===== src/hdl/dptrm_pkg.sv =====
package dptrm_pkg;

    localparam int CFG_IW = 3;
    localparam int CFG_W  = 16;
    localparam int FC_W   = 5;
    localparam int LEN_W  = 32;
    localparam int CODE_W = 4;

    localparam logic [1:0] OP_LOAD  = 2'd0;
    localparam logic [1:0] OP_FETCH = 2'd1;
    localparam logic [1:0] OP_CLEAR = 2'd2;

    localparam logic [CFG_IW-1:0] REG_PW    = 3'd0;
    localparam logic [CFG_IW-1:0] REG_GAP1  = 3'd1;
    localparam logic [CFG_IW-1:0] REG_GAP2  = 3'd2;
    localparam logic [CFG_IW-1:0] REG_WAIT1 = 3'd3;
    localparam logic [CFG_IW-1:0] REG_WAIT2 = 3'd4;
    localparam logic [CFG_IW-1:0] REG_FC    = 3'd5;

    // raw item phases of one channel walk
    localparam logic [2:0] PH_PULSE = 3'd0;
    localparam logic [2:0] PH_GAP   = 3'd1;
    localparam logic [2:0] PH_WAIT  = 3'd2;
    localparam logic [2:0] PH_PAD   = 3'd3;
    localparam logic [2:0] PH_END   = 3'd4;

    // run types kept as type + 1
    localparam logic [1:0] TY_NEG  = 2'd0;
    localparam logic [1:0] TY_NONE = 2'd1;
    localparam logic [1:0] TY_POS  = 2'd2;

    localparam logic [1:0] SYM_NONE = 2'd0;
    localparam logic [1:0] SYM_POS  = 2'd1;

    localparam logic [CODE_W-1:0] CODE_MUL = 4'd3;

    typedef struct packed {
        logic load;
        logic clear;
        logic gather_start;
        logic step;
        logic emit;
        logic sel;
    } cmd_t;

    typedef struct packed {
        logic need_run;
        logic step_done;
        logic out_free;
    } stat_t;

    function automatic logic [1:0] sym_type(input logic [1:0] s);
        logic [1:0] t;
        if (s == SYM_NONE)
        begin
            t = TY_NONE;
        end
        else if (s == SYM_POS)
        begin
            t = TY_POS;
        end
        else
        begin
            t = TY_NEG;
        end
        return t;
    endfunction

endpackage


===== src/hdl/dptrm_ctrl.sv =====
module dptrm_ctrl
    import dptrm_pkg::*;
(
    input  logic        clk,
    input  logic        rst_n,
    input  logic        in_valid,
    output logic        in_ready,
    input  logic [1:0]  operation,
    input  stat_t       stat,
    output cmd_t        cmd
);

    localparam logic [2:0] S_IDLE  = 3'd0;
    localparam logic [2:0] S_PREP  = 3'd1;
    localparam logic [2:0] S_CHK   = 3'd2;
    localparam logic [2:0] S_ISSUE = 3'd3;
    localparam logic [2:0] S_EVAL  = 3'd4;
    localparam logic [2:0] S_EMIT  = 3'd5;

    localparam logic [1:0] PREP_LAST = 2'd3;

    logic [2:0] state_reg, state_next;
    logic [1:0] cnt_reg, cnt_next;
    logic       sel_reg, sel_next;
    logic       accept;

    assign in_ready = (state_reg == S_IDLE);
    assign accept   = in_valid && in_ready;

    always_comb
    begin
        state_next       = state_reg;
        cnt_next         = cnt_reg;
        sel_next         = sel_reg;
        cmd              = '0;
        cmd.sel          = sel_reg;
        cmd.load         = accept && (operation == OP_LOAD);
        cmd.clear        = accept && (operation == OP_CLEAR);
        case (state_reg)
            S_IDLE:
            begin
                if (accept && (operation == OP_FETCH))
                begin
                    state_next = S_PREP;
                    cnt_next   = '0;
                end
            end
            S_PREP:
            begin
                // lengths and padding settle through the datapath pipeline
                cnt_next = cnt_reg + 2'd1;
                if (cnt_reg == PREP_LAST)
                begin
                    state_next = S_CHK;
                    sel_next   = 1'b0;
                end
            end
            S_CHK:
            begin
                if (stat.need_run)
                begin
                    cmd.gather_start = 1'b1;
                    state_next       = S_ISSUE;
                end
                else if (!sel_reg)
                begin
                    sel_next = 1'b1;
                end
                else
                begin
                    state_next = S_EMIT;
                end
            end
            S_ISSUE:
            begin
                state_next = S_EVAL;
            end
            S_EVAL:
            begin
                cmd.step = 1'b1;
                if (stat.step_done)
                begin
                    if (!sel_reg)
                    begin
                        sel_next   = 1'b1;
                        state_next = S_CHK;
                    end
                    else
                    begin
                        state_next = S_EMIT;
                    end
                end
                else
                begin
                    state_next = S_ISSUE;
                end
            end
            S_EMIT:
            begin
                if (stat.out_free)
                begin
                    cmd.emit   = 1'b1;
                    state_next = S_IDLE;
                end
            end
            default:
            begin
                state_next = S_IDLE;
            end
        endcase
    end

    always_ff @(posedge clk or negedge rst_n)
    begin
        if (!rst_n)
        begin
            state_reg <= S_IDLE;
            cnt_reg   <= '0;
            sel_reg   <= 1'b0;
        end
        else
        begin
            state_reg <= state_next;
            cnt_reg   <= cnt_next;
            sel_reg   <= sel_next;
        end
    end

endmodule


===== src/hdl/dptrm_dp.sv =====
module dptrm_dp
    import dptrm_pkg::*;
#(
    parameter int MAX_SYMBOLS = 16
)
(
    input  logic              clk,
    input  logic              rst_n,
    input  logic              cfg_we,
    input  logic [CFG_IW-1:0] cfg_index,
    input  logic [CFG_W-1:0]  cfg_data,
    input  logic [1:0]        symbol,
    input  cmd_t              cmd,
    output stat_t             stat,
    output logic              out_valid,
    input  logic              out_ready,
    output logic              seg_valid,
    output logic [CODE_W-1:0] combined_code,
    output logic [LEN_W-1:0]  seg_length,
    output logic              seg_last
);

    localparam int CW  = $clog2(MAX_SYMBOLS + 1);
    localparam int AW  = (MAX_SYMBOLS > 1) ? $clog2(MAX_SYMBOLS) : 1;
    localparam int XW  = (CW > FC_W) ? CW : FC_W;
    localparam int PRW = CFG_W + CW;
    localparam int TW  = PRW + 2;

    logic [1:0]       mem [MAX_SYMBOLS];
    logic [1:0]       rd_reg;
    logic [AW-1:0]    rd_addr;
    logic             mem_we;

    logic [CW-1:0]    loaded_reg;
    logic [CFG_W-1:0] pw_reg, gap1_reg, gap2_reg, wait1_reg, wait2_reg;
    logic [FC_W-1:0]  fc_reg;
    logic             restart;

    logic [CW-1:0]    k1_reg, k2_reg, k1_next, k2_next;
    logic [PRW-1:0]   pp1_reg, pg1_reg, pp2_reg, pg2_reg;
    logic [CW-1:0]    km1_1, km1_2;
    logic [TW-1:0]    t1_reg, t2_reg, pad1_reg, pad2_reg;

    logic [CW-1:0]    j1_reg, j2_reg;
    logic [2:0]       ph1_reg, ph2_reg;
    logic [LEN_W-1:0] rl1_reg, rl2_reg;
    logic [1:0]       rt1_reg, rt2_reg;

    logic [LEN_W-1:0] acc_len_reg;
    logic [1:0]       acc_type_reg;
    logic             found_reg;

    logic             out_valid_reg;
    logic             seg_valid_reg, seg_last_reg;
    logic [CODE_W-1:0] code_reg;
    logic [LEN_W-1:0] seg_len_reg;

    // walk of the selected channel
    logic [CW-1:0]    cur_j, cur_k, nxt_j;
    logic [2:0]       cur_ph, eff_ph, nxt_ph;
    logic [CFG_W-1:0] cur_gap, cur_wait;
    logic [TW-1:0]    cur_pad;
    logic [1:0]       it_type;
    logic [LEN_W-1:0] it_len;
    logic             it_end;
    logic             step_done;

    logic [LEN_W-1:0] g;
    logic             fire;

    assign restart = cmd.load || cmd.clear || (cfg_we && (cfg_index <= REG_FC));
    assign mem_we  = cmd.load && (loaded_reg < CW'(MAX_SYMBOLS));

    // ---------------- config and symbol count ----------------
    always_ff @(posedge clk or negedge rst_n)
    begin
        if (!rst_n)
        begin
            pw_reg     <= 16'd1;
            gap1_reg   <= '0;
            gap2_reg   <= '0;
            wait1_reg  <= '0;
            wait2_reg  <= '0;
            fc_reg     <= '0;
            loaded_reg <= '0;
        end
        else
        begin
            if (cfg_we)
            begin
                case (cfg_index)
                    REG_PW:    pw_reg    <= cfg_data;
                    REG_GAP1:  gap1_reg  <= cfg_data;
                    REG_GAP2:  gap2_reg  <= cfg_data;
                    REG_WAIT1: wait1_reg <= cfg_data;
                    REG_WAIT2: wait2_reg <= cfg_data;
                    REG_FC:    fc_reg    <= cfg_data[FC_W-1:0];
                    default:
                    begin
                    end
                endcase
            end
            if (cmd.clear)
            begin
                loaded_reg <= '0;
            end
            else if (mem_we)
            begin
                loaded_reg <= loaded_reg + CW'(1);
            end
        end
    end

    // ---------------- symbol store ----------------
    assign rd_addr = cmd.sel ? AW'(k1_reg + j2_reg) : AW'(j1_reg);

    always_ff @(posedge clk)
    begin
        if (mem_we)
        begin
            mem[loaded_reg[AW-1:0]] <= symbol;
        end
        rd_reg <= mem[rd_addr];
    end

    // ---------------- channel totals and padding ----------------
    always_comb
    begin
        k1_next = (XW'(fc_reg) < XW'(loaded_reg)) ? CW'(fc_reg) : loaded_reg;
        k2_next = loaded_reg - k1_next;
        km1_1   = (k1_reg == '0) ? '0 : k1_reg - CW'(1);
        km1_2   = (k2_reg == '0) ? '0 : k2_reg - CW'(1);
    end

    always_ff @(posedge clk)
    begin
        k1_reg   <= k1_next;
        k2_reg   <= k2_next;
        pp1_reg  <= PRW'(pw_reg) * PRW'(k1_reg);
        pg1_reg  <= PRW'(gap1_reg) * PRW'(km1_1);
        pp2_reg  <= PRW'(pw_reg) * PRW'(k2_reg);
        pg2_reg  <= PRW'(gap2_reg) * PRW'(km1_2);
        t1_reg   <= TW'(pp1_reg) + TW'(pg1_reg) + TW'(wait1_reg);
        t2_reg   <= TW'(pp2_reg) + TW'(pg2_reg) + TW'(wait2_reg);
        pad1_reg <= (t2_reg > t1_reg) ? t2_reg - t1_reg : '0;
        pad2_reg <= (t1_reg > t2_reg) ? t1_reg - t2_reg : '0;
    end

    // ---------------- raw item at the cursor ----------------
    always_comb
    begin
        cur_j    = cmd.sel ? j2_reg : j1_reg;
        cur_ph   = cmd.sel ? ph2_reg : ph1_reg;
        cur_k    = cmd.sel ? k2_reg : k1_reg;
        cur_gap  = cmd.sel ? gap2_reg : gap1_reg;
        cur_wait = cmd.sel ? wait2_reg : wait1_reg;
        cur_pad  = cmd.sel ? pad2_reg : pad1_reg;

        // a channel with no symbols opens with its wait
        eff_ph   = ((cur_ph == PH_PULSE) && (cur_k == '0)) ? PH_WAIT : cur_ph;

        it_type  = TY_NONE;
        it_len   = '0;
        it_end   = 1'b0;
        nxt_j    = cur_j;
        nxt_ph   = PH_END;
        case (eff_ph)
            PH_PULSE:
            begin
                it_type = sym_type(rd_reg);
                it_len  = LEN_W'(pw_reg);
                nxt_ph  = ((cur_j + CW'(1)) == cur_k) ? PH_WAIT : PH_GAP;
            end
            PH_GAP:
            begin
                it_len = LEN_W'(cur_gap);
                nxt_j  = cur_j + CW'(1);
                nxt_ph = PH_PULSE;
            end
            PH_WAIT:
            begin
                it_len = LEN_W'(cur_wait);
                nxt_ph = PH_PAD;
            end
            PH_PAD:
            begin
                it_len = LEN_W'(cur_pad);
                nxt_ph = PH_END;
            end
            default:
            begin
                it_end = 1'b1;
            end
        endcase

        step_done = it_end || ((it_len != '0) && found_reg && (it_type != acc_type_reg));
    end

    always_comb
    begin
        stat.need_run  = (cmd.sel ? (rl2_reg == '0) : (rl1_reg == '0)) && (cur_ph != PH_END);
        stat.step_done = step_done;
        stat.out_free  = !out_valid_reg || out_ready;
    end

    // ---------------- run gathering ----------------
    always_ff @(posedge clk or negedge rst_n)
    begin
        if (!rst_n)
        begin
            found_reg <= 1'b0;
        end
        else if (cmd.gather_start)
        begin
            found_reg <= 1'b0;
        end
        else if (cmd.step && !step_done && (it_len != '0))
        begin
            found_reg <= 1'b1;
        end
    end

    always_ff @(posedge clk)
    begin
        if (cmd.step && !step_done && (it_len != '0))
        begin
            if (!found_reg)
            begin
                acc_type_reg <= it_type;
                acc_len_reg  <= it_len;
            end
            else
            begin
                acc_len_reg <= acc_len_reg + it_len;
            end
        end
    end

    // ---------------- segment split ----------------
    assign g    = (rl1_reg < rl2_reg) ? rl1_reg : rl2_reg;
    assign fire = (rl1_reg != '0) && (rl2_reg != '0);

    always_ff @(posedge clk or negedge rst_n)
    begin
        if (!rst_n)
        begin
            j1_reg  <= '0;
            j2_reg  <= '0;
            ph1_reg <= PH_PULSE;
            ph2_reg <= PH_PULSE;
            rl1_reg <= '0;
            rl2_reg <= '0;
            rt1_reg <= '0;
            rt2_reg <= '0;
        end
        else if (restart)
        begin
            j1_reg  <= '0;
            j2_reg  <= '0;
            ph1_reg <= PH_PULSE;
            ph2_reg <= PH_PULSE;
            rl1_reg <= '0;
            rl2_reg <= '0;
            rt1_reg <= '0;
            rt2_reg <= '0;
        end
        else if (cmd.step)
        begin
            if (step_done)
            begin
                if (found_reg)
                begin
                    if (cmd.sel)
                    begin
                        rl2_reg <= acc_len_reg;
                        rt2_reg <= acc_type_reg;
                    end
                    else
                    begin
                        rl1_reg <= acc_len_reg;
                        rt1_reg <= acc_type_reg;
                    end
                end
            end
            else if (cmd.sel)
            begin
                j2_reg  <= nxt_j;
                ph2_reg <= nxt_ph;
            end
            else
            begin
                j1_reg  <= nxt_j;
                ph1_reg <= nxt_ph;
            end
        end
        else if (cmd.emit && fire)
        begin
            rl1_reg <= rl1_reg - g;
            rl2_reg <= rl2_reg - g;
        end
    end

    // ---------------- output register ----------------
    always_ff @(posedge clk or negedge rst_n)
    begin
        if (!rst_n)
        begin
            out_valid_reg <= 1'b0;
        end
        else if (cmd.emit)
        begin
            out_valid_reg <= 1'b1;
        end
        else if (out_ready)
        begin
            out_valid_reg <= 1'b0;
        end
    end

    always_ff @(posedge clk)
    begin
        if (cmd.emit)
        begin
            if (fire)
            begin
                seg_valid_reg <= 1'b1;
                code_reg      <= CODE_W'(rt1_reg) + CODE_W'(rt2_reg) * CODE_MUL;
                seg_len_reg   <= g;
                seg_last_reg  <= (rl1_reg == rl2_reg) && (ph1_reg == PH_END)
                                 && (ph2_reg == PH_END);
            end
            else
            begin
                seg_valid_reg <= 1'b0;
                code_reg      <= '0;
                seg_len_reg   <= '0;
                seg_last_reg  <= 1'b0;
            end
        end
    end

    assign out_valid     = out_valid_reg;
    assign seg_valid     = seg_valid_reg;
    assign combined_code = code_reg;
    assign seg_length    = seg_len_reg;
    assign seg_last      = seg_last_reg;

endmodule


===== src/hdl/dual_pulse_train_run_merger.sv =====
// channel   signals                                  direction
// config    cfg_we cfg_index cfg_data                in, write only, no wait
// input     in_valid in_ready operation symbol        in, one beat per command
// output    out_valid out_ready seg_valid             out, one beat per fetch
//           combined_code seg_length seg_last
//
// load, clear and unknown commands are taken in the idle state, which they do not leave
// fetch: setup states settle totals and padding, one check per channel, an issue
// and an evaluate state per raw item walked through the registered-read store and
// to close each gathered run, and the emit state loads the output register
// reset clears config to defaults, empties the symbol list and restarts the walk
// a held output beat stalls the next fetch in its emit state only
module dual_pulse_train_run_merger
    import dptrm_pkg::*;
#(
    parameter int MAX_SYMBOLS = 16
)
(
    input  logic              clk,
    input  logic              rst_n,
    input  logic              cfg_we,
    input  logic [CFG_IW-1:0] cfg_index,
    input  logic [CFG_W-1:0]  cfg_data,
    input  logic              in_valid,
    output logic              in_ready,
    input  logic [1:0]        operation,
    input  logic [1:0]        symbol,
    output logic              out_valid,
    input  logic              out_ready,
    output logic              seg_valid,
    output logic [CODE_W-1:0] combined_code,
    output logic [LEN_W-1:0]  seg_length,
    output logic              seg_last
);

    cmd_t  cmd;
    stat_t stat;

    dptrm_ctrl u_ctrl
    (
        .clk       (clk),
        .rst_n     (rst_n),
        .in_valid  (in_valid),
        .in_ready  (in_ready),
        .operation (operation),
        .stat      (stat),
        .cmd       (cmd)
    );

    dptrm_dp
    #(
        .MAX_SYMBOLS (MAX_SYMBOLS)
    )
    u_dp
    (
        .clk           (clk),
        .rst_n         (rst_n),
        .cfg_we        (cfg_we),
        .cfg_index     (cfg_index),
        .cfg_data      (cfg_data),
        .symbol        (symbol),
        .cmd           (cmd),
        .stat          (stat),
        .out_valid     (out_valid),
        .out_ready     (out_ready),
        .seg_valid     (seg_valid),
        .combined_code (combined_code),
        .seg_length    (seg_length),
        .seg_last      (seg_last)
    );

endmodule


===== config.mk =====
export PLATFORM = sky130hd
export DESIGN_NAME = dual_pulse_train_run_merger
export DESIGN_NICKNAME = d
export VERILOG_FILES = /design/src/hdl/dptrm_pkg.sv /design/src/hdl/dptrm_ctrl.sv /design/src/hdl/dptrm_dp.sv /design/src/hdl/dual_pulse_train_run_merger.sv
export SDC_FILE = /design/constraint.sdc
export NUM_CORES = 2
export LEC_CHECK = 0
export BUFFER_PORTS_ARGS = -buffer_cell sky130_fd_sc_hd__buf_2
export CORE_ASPECT_RATIO = 0.9
export CORE_MARGIN = 2
export CORE_UTILIZATION = 36
export DETAILED_ROUTE_END_ITERATION = 12
export PLACE_DENSITY = 0.49
export REMOVE_ABC_BUFFERS = 1
export SLEW_MARGIN = 0
export SYNTH_ARGS = -nofsm -noshare
export SYNTH_HDL_FRONTEND = slang
export SYNTH_SLANG_ARGS = --single-unit

===== constraint.sdc =====
create_clock -name clk -period 17.9 [get_ports clk]
set_input_delay 0.895 -clock clk [delete_from_list [all_inputs] [get_ports clk]]
set_output_delay 0.895 -clock clk [all_outputs]
set_load 0.01 [all_outputs]

# == Yosys cells after proc, flatten, opt, wreduce, memory -nomap -nowiden ==
# Memories as Yosys holds them, arrays and structs flattened. A register that Yosys moved wholly into a read port is not among the register bits.
# Index checks and enable logic that the tools add are counted.
# classes
add_sub_neg,17
multipliers,5
order_cmp,6
eq_ne,35
mux,88
bitwise,1
n_reduce_logical,63
# ops
op,n
32-bit two-way mux,14
32-bit nonzero test,3
23-bit one-hot mux with 4 select lines,1
16-bit by 5-bit multiplier with 21-bit output,4
5-bit two-way mux,16
32-bit zero test,2
32-bit subtractor,2
3-bit two-way mux,17
23-bit by 16-bit adder with 23-bit output,2
23-bit > comparator,2
23-bit subtractor,2
21-bit by 21-bit adder with 22-bit output,2
32-bit by 23-bit adder with 32-bit output,1
32-bit equality test,1
32-bit < comparator,1
16-bit two-way mux,2
2-bit two-way mux,15
4-bit AND reduction,6
23-bit two-way mux,1
"3-bit by 2-bit equality test with 1-bit output, second input constant",6
"3-bit equality test, second input constant",6
3-bit one-hot mux with 6 select lines,1
1-bit two-way mux,17
1-bit logical AND,16
34 further kinds,75
# totals
register_bits,440
ramBits,32
in_bits,28
elab_cells,252
memories,1
# mem_list
name,words,word_bits,read_ports,rd_clocked_by_memory_dff,wr,line_no,text
u_dp.mem,16,2,1,1,1,dptrm_dp.sv:29,logic [1:0] mem [MAX_SYMBOLS];

# == Depth between registers and ports, before layout ==
# logic_depth
ltp_word,15
depth_mapped,28

# == Hierarchy ==
# A second synthesis with hierarchy kept.
# unflattened
hier_cells,4006
hier_area_um2,37706.2
# modules_own_cells
mod,instances,cells_per_inst,area_each_um2
dptrm_dp,1,3958,37240.7
dptrm_ctrl,1,48,465.4

# == Worst setup path before layout ==
# OpenSTA, ideal clock, no wires.
# synth_path
path_type,register -> register
start,reg u_dp.rl2_reg[6]
end,reg u_dp.rl1_reg[24]
setup_ns,0.104
arrival_ns,6.189
setup_slack_ns,11.607
path_stages_with_launch,28
synth_period_minus_slack_ns,6.293
path_cell_list,dfrtp_1 -> clkbuf_1 -> inv_1 -> ha_1 -> nand4_1 -> and3_1 -> o311ai_1 -> o31ai_1 -> nand2_1 -> clkbuf_1 -> clkbuf_1 -> buf_1 -> clkbuf_1 -> nor2_1 -> a21oi_1 -> inv_1 -> fa_1 -> nand3b_1 -> a2111oi_0 -> o41ai_1 -> a22oi_1 -> nor2_1 -> a2111oi_0 -> o22ai_1 -> o31ai_1 -> a21oi_1 -> xor2_1 -> a221oi_1
# synth_via
elab_chain_cells,6
word_cells_on_any_way,11
cone_classes,add/sub: 1; order compare: 1; mux: 4; reduce/logical: 5
# synth_rtl
element,line_no,text
from (decl),dptrm_dp.sv:46,"logic [LEN_W-1:0] rl1_reg, rl2_reg;"
from (signal assigned),dptrm_dp.sv:275,rl2_reg <= acc_len_reg;
from (signal assigned),dptrm_dp.sv:299,rl2_reg <= rl2_reg - g;
32-bit < comparator,dptrm_dp.sv:240,assign g = (rl1_reg < rl2_reg) ? rl1_reg : rl2_reg;
32-bit two-way mux,dptrm_dp.sv:240,
net u_dp.g[1],dptrm_dp.sv:68,logic [LEN_W-1:0] g;
32-bit subtractor,dptrm_dp.sv:298,rl1_reg <= rl1_reg - g;
32-bit two-way mux,dptrm_dp.sv:296,else if (cmd.emit && fire)
32-bit two-way mux,dptrm_dp.sv:267,else if (cmd.step)
32-bit two-way mux,dptrm_dp.sv:256,else if (restart)
to (signal assigned),dptrm_dp.sv:280,rl1_reg <= acc_len_reg;
to (signal assigned),dptrm_dp.sv:298,
to (decl),dptrm_dp.sv:46,
# The timed path passes the listed nets, and every way through them passes these cells. The select of a mux whose other input is x is not followed.
# A chain may end at the register's enable or synchronous reset.

# == Worst setup path after layout ==
# layout_path
start,reg u_dp.rl2_reg[23]
end,reg u_dp.rl1_reg[28]
# Same word-level chain as after synthesis.

==> flow_summary.ini <==
[global_routing]
antenna_found_initial = 3
gr-total-overflow = 0
track_usage_pct = 22.4
grt_pass1_vias = 32700
grt_max_degree = 67
grt_pass1_wl_um = 199000

[critical_path]
critical-path-top-delay-family = compound AO/OA/AOI/OAI gates
cp-start-kind = flip-flop
cp-end-kind = flip-flop
cp.required_ns = 18.49
path_cells = inv_1 -> ha_1 -> nand3_1 -> nor4_1 -> a211oi_1 -> and3_1 -> nand2_2 -> buf_4 -> nor2_1 -> a21oi_1 -> inv_1 -> fa_1 -> nand3b_1 -> a2111oi_0 -> o41ai_1 -> a22oi_1 -> nor2_1 -> a2111oi_0 -> o22ai_1 -> o31ai_1 -> a2111oi_0 -> mux2i_1 -> a211oi_1
crit_top_cell = a2111oi_0
crit_buf_inv = 3
cpMaxStageDelayCell = buf_4
crit_fanout = 66
crit_type = flip-flop to flip-flop
critPathMaxStageDelay_ns = 0.66
crit_arrival_ns = 7.86

[layout]
syn_to_final_growth_pct = 9.83
final_nets = 5037
drive_above_1_share_pct = 9.05
layout_common_cells = 405 x nand2_1, 368 x inv_1, 349 x ha_1, 337 x nor2_1, 314 x a21oi_1
nFillCells = 11100
instances_no_fill = 5991
regArea_mm2 = 0.0114
diodes = 0
mostFrequentLayoutCell = nand2_1
multi_input_comb_area_mm2 = 0.0263

[clock_tree]
cts_setup_buffers = 0
cts_buffers = 59
insertion_delay_ns = 0.68
path_clk_slew_ns = 0.06
htreeDepth = 2
clock_path_buffers = 3
cts_sinks = 474
ctsResizeCount = 0
ctsHoldBuffers = 0
cts_tree = done
cts_root_buffer = clkbuf_16

[synth]
syn_inst = 4506
ys_ff_latch = 474
ys_seq_area_share_pct = 28.7
synth_cell_types = 96
synth.largest_area_cell = dfrtp_1
syn_area_mm2 = 0.0399
synth.area.top_cells = dfrtp_1 11%, ha_1 11%, dfxtp_1 9.4%
synthFlopType = dfxtp_1
synth-edff-count = 104
netlist.area_leader.share_pct = 11.4
async_reset_ff_share_pct = 38.4
yosysWarnings = 0
postSynthAreaPerCell_um2 = 8.84

[floorplan]
dieArea_mm2 = 0.113
die_h_um = 320
row_count = 115
core_area_mm2 = 0.109
start_util_pct = 36.4
die_w_um = 355
io_pins = 68

[route]
route.detailed.drc = 0
viasPerCell = 5.47
routedWlPerCell_um = 21.3
first_pass_iters = 8
first_iter_violations = 2558
highest_layer = met4
vias = 32800
wl_met3_um = 5590
wl_met2_um = 58400
drt-met1-wl_um = 60400
ant_nets = 0
wl_um = 127000

[run_status]
status = finished, final reports clean

[sta]
min_period_over_period_pct = 40.6
fmax_ghz = 0.138
slew_headroom_pct = 17.9
tightest_slew_ns = 1.23
finalClockSkew_ns = 0.0394
rsz0062_at_grt = no
finalHoldViolations = 0
setup_viol = 0
min_period_ns = 7.27
final_max_slew_viol_count = 0
setup_tns_ns = 0

[job]
cap_violations = 0

[placed_design]
portBuffers = 67
dp.cells = 5880
gp_congestion = 0.913
dp_hpwl_um = 97900

[worst_hold_path]
hold_class = primary input to async pin
logic make-up after synthesis:
group	after synthesis	share of synthesized area [%]
AO/OA/AOI/OAI	1053	17.0
AND/OR/NAND/NOR	1429	17.5
adder cells (fa/ha/maj)	553	20.6
buffers and inverters	567	5.47
flip-flops	474	28.7
XOR/XNOR	244	5.36
multiplexers	186	5.39
cells in the mapped netlist, drive strengths merged (14+ instances only):
cell	count
or2	21
nand4	23
a21o	75
mux2i	53
dfrtp	181
nor2	340
buf	38
maj3	23
nand2b	45
and2	189
a31oi	28
nor2b	108
o31ai	47
o22ai	19
or3	28
nor4	33
nand3b	14
fa	181
a21boi	24
ha	349
o211ai	16
o21bai	27
a221oi	15
xnor2	161
nor3	95
xor2	83
a211oi	61
mux2	125
o41ai	15
edfxtp	104
and3	28
dfxtp	188
nand2	407
clkbuf	160
o21a	41
a21oi	320
inv	368
nand3	70
o21ai	234
through the flow:
| step | utilization [%] | worst slack (ns) | hold slack, ns | cell area, um^2 |
|---|---|---|---|---|
| after floorplan | - | 9.04 | 0.466 | 39100 |
| after global placement | 38.0 | 10.97 | 0.502 | 41700 |
| after detailed placement | 38.0 | 10.68 | 0.509 | 41700 |
| after CTS | 40.0 | 10.70 | 0.232 | 43800 |
| after global routing | 40.0 | 10.11 | 0.261 | 43800 |
| final | 40.0 | 10.63 | 0.250 | 43800 |
path summary, 6_finish.rpt:
kind	startpoint	to	slack [ns]	cells after the start
worst min register to register	u_ctrl.cnt_reg[0]	u_ctrl.cnt_reg[0]	0.52	1
worst min-delay path	rst_n	u_dp.rl1_reg[15]	0.25	1
worst max register to register	u_dp.rl2_reg[23]	u_dp.rl1_reg[28]	10.63	23
worst max-delay path	u_dp.rl2_reg[23]	u_dp.rl1_reg[28]	10.63	23
max in group asynchronous	rst_n	u_ctrl.sel_reg	16.22	2
min in group clk	operation[1]	u_dp.loaded_reg[4]	0.51	2
final cells by class:
cell class	count	area share, %
tap	1462	4.18
sequential	474	26.2
clock inverter	32	1.00
clock buffer	79	3.83
multi-input combinational	3465	60.1
inverter	369	3.16
timing repair buffer	110	1.52
routing by layer:
layer | track usage (%) | up-vias
met5 | 0 | -
met4 | 5.57 | 0
met3 | 2.74 | 168
met2 | 36.5 | 797
met1 | 31.4 | 16200
li1 | - | 15600
Power is not shown: default switching activity piles up to over one toggle a cycle in this logic, so the estimate is an artifact.
